--- src/hw/rtl/kbi_pkg.sv ---
// ----------------------------------------------------------------------------
// kbi_pkg
// Shared constants, codes and controller/datapath types of the keyframe
// bracket interpolator.
// ----------------------------------------------------------------------------
`timescale 1ns / 1ps

package kbi_pkg;

    localparam int MAX_TIMES = 64;
    localparam int IDX_W     = $clog2(MAX_TIMES);
    localparam int TIME_W    = 32;
    localparam int SAMPLE_W  = 32;
    localparam int BLEND_W   = 32;
    localparam int RATIO_W   = 16;
    localparam int CNT_W     = 7;
    localparam int KIND_W    = 2;
    localparam int STAT_W    = 3;
    localparam int SLOT_W    = 6;
    localparam int DIV_W     = TIME_W + 1;
    localparam int PROD_W    = SAMPLE_W + RATIO_W + 2;
    localparam int DIV_STEPS = RATIO_W;
    localparam int STEP_W    = $clog2(DIV_STEPS);

    localparam logic [CNT_W-1:0] COUNT_RESET = CNT_W'(2);

    localparam logic [KIND_W-1:0] KIND_LOAD  = 2'd0;
    localparam logic [KIND_W-1:0] KIND_QUERY = 2'd1;
    localparam logic [KIND_W-1:0] KIND_BLEND = 2'd2;

    localparam logic [STAT_W-1:0] ST_BELOW   = 3'd0;
    localparam logic [STAT_W-1:0] ST_ABOVE   = 3'd1;
    localparam logic [STAT_W-1:0] ST_EXACT   = 3'd2;
    localparam logic [STAT_W-1:0] ST_INTERP  = 3'd3;
    localparam logic [STAT_W-1:0] ST_LOADED  = 3'd4;
    localparam logic [STAT_W-1:0] ST_BLENDED = 3'd5;

    typedef struct packed {
        logic              capture;
        logic              ram_we;
        logic              addr_last;
        logic              first_done;
        logic              scan_start;
        logic              scan_step;
        logic              div_init;
        logic              div_step;
        logic              mul_early;
        logic              mul_late;
        logic              sum;
        logic              emit;
        logic [STAT_W-1:0] emit_status;
    } t_kbi_cmd;

    typedef struct packed {
        logic t_gt;
        logic t_eq;
    } t_kbi_stat;

endpackage

--- src/hw/rtl/kbi_ctrl.sv ---
// ----------------------------------------------------------------------------
// kbi_ctrl
// Sequencer: item dispatch, table scan, divider step count and result strobe.
// ----------------------------------------------------------------------------
`timescale 1ns / 1ps

module kbi_ctrl
    import kbi_pkg::*;
(
    input  logic              i_clk,
    input  logic              i_rst_n,
    input  logic              start,
    input  logic [KIND_W-1:0] i_kind,
    input  t_kbi_stat         i_stat,
    output t_kbi_cmd          o_cmd,
    output logic              busy,
    output logic              o_strobe
);

    typedef enum logic [3:0] {
        S_IDLE,
        S_LOAD,
        S_QRD_FIRST,
        S_QCMP_FIRST,
        S_QCMP_LAST,
        S_SCAN,
        S_DIV,
        S_DIV_END,
        S_MUL_EARLY,
        S_MUL_LATE,
        S_SUM,
        S_BLEND_OUT
    } t_state;

    t_state            r_state, n_state;
    logic              r_strobe, n_strobe;
    logic [STEP_W-1:0] r_cnt, n_cnt;
    t_kbi_cmd          cmd;

    always_comb begin
        n_state  = r_state;
        n_strobe = 1'b0;
        n_cnt    = r_cnt;
        cmd      = '0;
        case (r_state)
            S_IDLE: begin
                if (start) begin
                    cmd.capture = 1'b1;
                    case (i_kind)
                        KIND_LOAD:  n_state = S_LOAD;
                        KIND_QUERY: n_state = S_QRD_FIRST;
                        KIND_BLEND: n_state = S_MUL_EARLY;
                        default:    n_state = S_IDLE;
                    endcase
                end
            end
            S_LOAD: begin
                cmd.ram_we      = 1'b1;
                cmd.emit        = 1'b1;
                cmd.emit_status = ST_LOADED;
                n_strobe        = 1'b1;
                n_state         = S_IDLE;
            end
            S_QRD_FIRST: begin
                cmd.addr_last = 1'b1;
                n_state       = S_QCMP_FIRST;
            end
            S_QCMP_FIRST: begin
                // read data holds the first entry
                if (!i_stat.t_gt) begin
                    cmd.emit        = 1'b1;
                    cmd.emit_status = ST_BELOW;
                    n_strobe        = 1'b1;
                    n_state         = S_IDLE;
                end else begin
                    cmd.first_done = 1'b1;
                    n_state        = S_QCMP_LAST;
                end
            end
            S_QCMP_LAST: begin
                // read data holds the last valid entry
                if (i_stat.t_gt || i_stat.t_eq) begin
                    cmd.emit        = 1'b1;
                    cmd.emit_status = ST_ABOVE;
                    n_strobe        = 1'b1;
                    n_state         = S_IDLE;
                end else begin
                    cmd.scan_start = 1'b1;
                    n_state        = S_SCAN;
                end
            end
            S_SCAN: begin
                if (i_stat.t_gt) begin
                    cmd.scan_step = 1'b1;
                end else if (i_stat.t_eq) begin
                    cmd.emit        = 1'b1;
                    cmd.emit_status = ST_EXACT;
                    n_strobe        = 1'b1;
                    n_state         = S_IDLE;
                end else begin
                    cmd.div_init = 1'b1;
                    n_cnt        = '0;
                    n_state      = S_DIV;
                end
            end
            S_DIV: begin
                cmd.div_step = 1'b1;
                if (r_cnt == STEP_W'(DIV_STEPS - 1)) begin
                    n_state = S_DIV_END;
                end else begin
                    n_cnt = r_cnt + STEP_W'(1);
                end
            end
            S_DIV_END: begin
                cmd.emit        = 1'b1;
                cmd.emit_status = ST_INTERP;
                n_strobe        = 1'b1;
                n_state         = S_IDLE;
            end
            S_MUL_EARLY: begin
                cmd.mul_early = 1'b1;
                n_state       = S_MUL_LATE;
            end
            S_MUL_LATE: begin
                cmd.mul_late = 1'b1;
                n_state      = S_SUM;
            end
            S_SUM: begin
                cmd.sum = 1'b1;
                n_state = S_BLEND_OUT;
            end
            S_BLEND_OUT: begin
                cmd.emit        = 1'b1;
                cmd.emit_status = ST_BLENDED;
                n_strobe        = 1'b1;
                n_state         = S_IDLE;
            end
            default: begin
                n_state = S_IDLE;
            end
        endcase
    end

    always_ff @(posedge i_clk) begin
        if (!i_rst_n) begin
            r_state  <= S_IDLE;
            r_strobe <= 1'b0;
            r_cnt    <= '0;
        end else begin
            r_state  <= n_state;
            r_strobe <= n_strobe;
            r_cnt    <= n_cnt;
        end
    end

    assign o_cmd    = cmd;
    assign busy     = (r_state != S_IDLE);
    assign o_strobe = r_strobe;

endmodule

--- config.mk ---
export PLATFORM = sky130hd
export DESIGN_NAME = kbi_ctrl
export DESIGN_NICKNAME = d
export VERILOG_FILES = /design/src/hw/rtl/kbi_pkg.sv /design/src/hw/rtl/kbi_ctrl.sv
export SDC_FILE = /design/constraint.sdc
export NUM_CORES = 1
export LEC_CHECK = 0
export BUFFER_PORTS_ARGS = -buffer_cell sky130_fd_sc_hd__buf_2
export CORE_MARGIN = 2
export CORE_UTILIZATION = 53
export DETAILED_ROUTE_END_ITERATION = 12
export GPL_TIMING_DRIVEN = 1
export HOLD_SLACK_MARGIN = 0.1
export PLACE_DENSITY = 0.84
export SLEW_MARGIN = 10
export SYNTH_ARGS = -nofsm -noshare
export SYNTH_HDL_FRONTEND = slang
export SYNTH_SLANG_ARGS = --single-unit
--- constraint.sdc ---
create_clock -name i_clk -period 4.1 [get_ports i_clk]
set_clock_uncertainty 0.1 [all_clocks]
set_input_delay 0.205 -clock i_clk [delete_from_list [all_inputs] [get_ports i_clk]]
set_output_delay 0.205 -clock i_clk [all_outputs]
set_load 0.02 [all_outputs]
==> reports/metrics.cfg <==
[run_status]
status=finished clean

[worst_setup_path]
path_cells=nor2_1 -> and3_1 -> or4_4 -> buf_2
path_class=reg2out
slowest_delay_ns=0.72
critPathLaunchType=register
crit_path_end_kind=output port
cp.required_ns=3.80
cp_max_fo=21
crit_arrival_ns=2.08
cp_slowest_cell=dfxtp_1

[cts]
clockBufferDepth=2
cts_tree=done
cts-root-buf=clkbuf_4
hold_buffers=0
cts.clk_slew.worst_paths_ns=0.06
ctsResizeCount=0
ctsHtreeMaxLevel=1
clock-sinks=9
clock_latency_ns=0.26
cts_inserted_buffers=3
post_cts_buffers=0

[die]
core_um2=1320
rows=13
initial_utilization=0.576
ios=24
die_width_um=41.9
dieArea_um2=1750
die_y_um=41.9

[timing]
hold_viol=0
rsz0062_at_grt=no
fin_crit_ns=2.38
maxSlewViolCount=0
slew_headroom=0.578
worstMarginPinSlew_ns=0.633
fmax_mhz=420
setup-violations-final=0
period_share=0.581
finalSetupTns_ns=0

[synthesis]
synth-seq-cells=9
synth-edff-count=0
ys_seq_area_frac=0.237
syn_avg_cell_area_um2=7.45
ys_types=38
async_reset_ff_frac=0
syn_inst=102
synth_nets=110
synth-main-ff-cell=dfxtp_1
synth_area_um2=759
yosysWarnings=0

[cells_and_area]
area_delta_synth_final_pct=14.2
n_fill_cell=117
final_cell_mix=buf_2 (23), nor2_1 (12), nand2_1 (11)
drive_gt1_frac=0.244
mostFrequentLayoutCell=buf_2
nNetsFinal=128
antennaDiodeCount=0

[placement]
dp_hpwl_mm=1.27
port_buffers=23
gp_congestion=0.855

[power]
ir_worst_vdd_v=0.000416
leakage_nw=0.436
p_per_area_nw_per_um2=594
total_power_w=0.000515

[flow_run]
drv_cap=0

[global_routing]
groute.usage.overall=0.204
grt_pass1_wl_mm=2.75
antenna_found_initial=0
gr-total-overflow=0
grt_pass1_vias=595
grt_start_max_net_pins=22

[routing]
via_count=801
first_pass_iters=4
drc=0
wl_per_cell_um=12.8
drtAntennaViolNets=0
drtIter0Drc=33
route.final.wire_length_mm=1.71
avgViaCountPerCell=5.98

[hold_path]
worstHoldPathType=in2reg

-- power by group --
part / internal, W / leakage (nW) / switching, W
logic: 0.000124 / 0.348 / 0.000150
clock network: 0.0000375 / 0.0150 / 0.0000312
registers: 0.000104 / 0.0731 / 0.0000684
total: 0.000266 / 0.436 / 0.000249
-- cells in the mapped netlist, types with 2 or more instances --
cell type  instances  area share
a21oi_1            5       0.033
and3_1             6       0.049
and4b_1            3       0.040
buf_2              3       0.020
clkbuf_1           4       0.020
dfxtp_1            9        0.24
inv_1              2      0.0099
nand2_1           11       0.054
nand2b_1           3       0.025
nand3_1            2       0.013
nand3b_1           3       0.030
nor2_1            12       0.059
nor3_1             5       0.033
nor3b_1            2       0.020
nor4b_1            2       0.023
o21ai_0            3       0.020
o21bai_1           3       0.030
o22ai_1            2       0.016
xor2_1             3       0.035
-- cells by family after synthesis --
group	count (synthesis)	synth area share
simple gates	59	0.476
flops	9	0.237
xor+xnor	3	0.0346
compound gates	18	0.157
buf+inv	12	0.0791
fa+ha+maj	1	0.0165
-- stage by stage --
step                utilization  setup slack (ns)  hold WS (ns)  instances  instance area (um2)
global placement          0.638              2.11         0.371        130                  841
floorplan                     -              2.09         0.317        102                  759
finish                    0.658              1.72         0.162        134                  867
global route              0.658              1.60         0.148        134                  867
CTS                       0.658              1.74         0.153        134                  867
detailed placement        0.638              2.02         0.381        130                  841
-- final timing paths --
kind / startpoint / to / slack, ns / cells past startpoint
hold reg to reg: r_cnt[1] / r_cnt[1] / 0.39 / 2
setup reg to reg: r_state[3] / o_strobe / 2.07 / 4
hold / removal: i_rst_n / r_state[1] / 0.16 / 2
setup / recovery: r_state[3] / o_cmd[3] / 1.72 / 4
-- layout make-up --
| cell class | count | area, um2 | share of cell area |
|---|---|---|---|
| Sequential cell | 9 | 180 | 0.208 |
| Multi-Input combinational cell | 81 | 519 | 0.599 |
| Inverter | 2 | 7.51 | 0.00866 |
| Tap cell | 15 | 18.8 | 0.0216 |
| Timing Repair Buffer | 23 | 115 | 0.133 |
| Clock buffer | 4 | 26.3 | 0.0303 |
-- metal layers --
layer / wire length (um) / vias to the layer above / track usage
met3: 90 / 5 / 0.0783
met5: 0 / - / 0
met1: 788 / 365 / 0.274
met4: 27 / 0 / 0.0903
met2: 802 / 28 / 0.284
li1: - / 403 / -
-- critical path, delay by kind of cell, from the launching register on --
family                 cells  cell delay [ns]
buffers and inverters      1             0.17
and+or+nand+nor            3             0.92
DFF                        1             0.72
-- sequential cells by signal, indices dropped and copies added, names as in the netlist --
| signal | count |
|---|---|
| o_strobe | 1 |
| r_cnt | 4 |
| r_state | 4 |
Power figures use the tool's default switching activity.
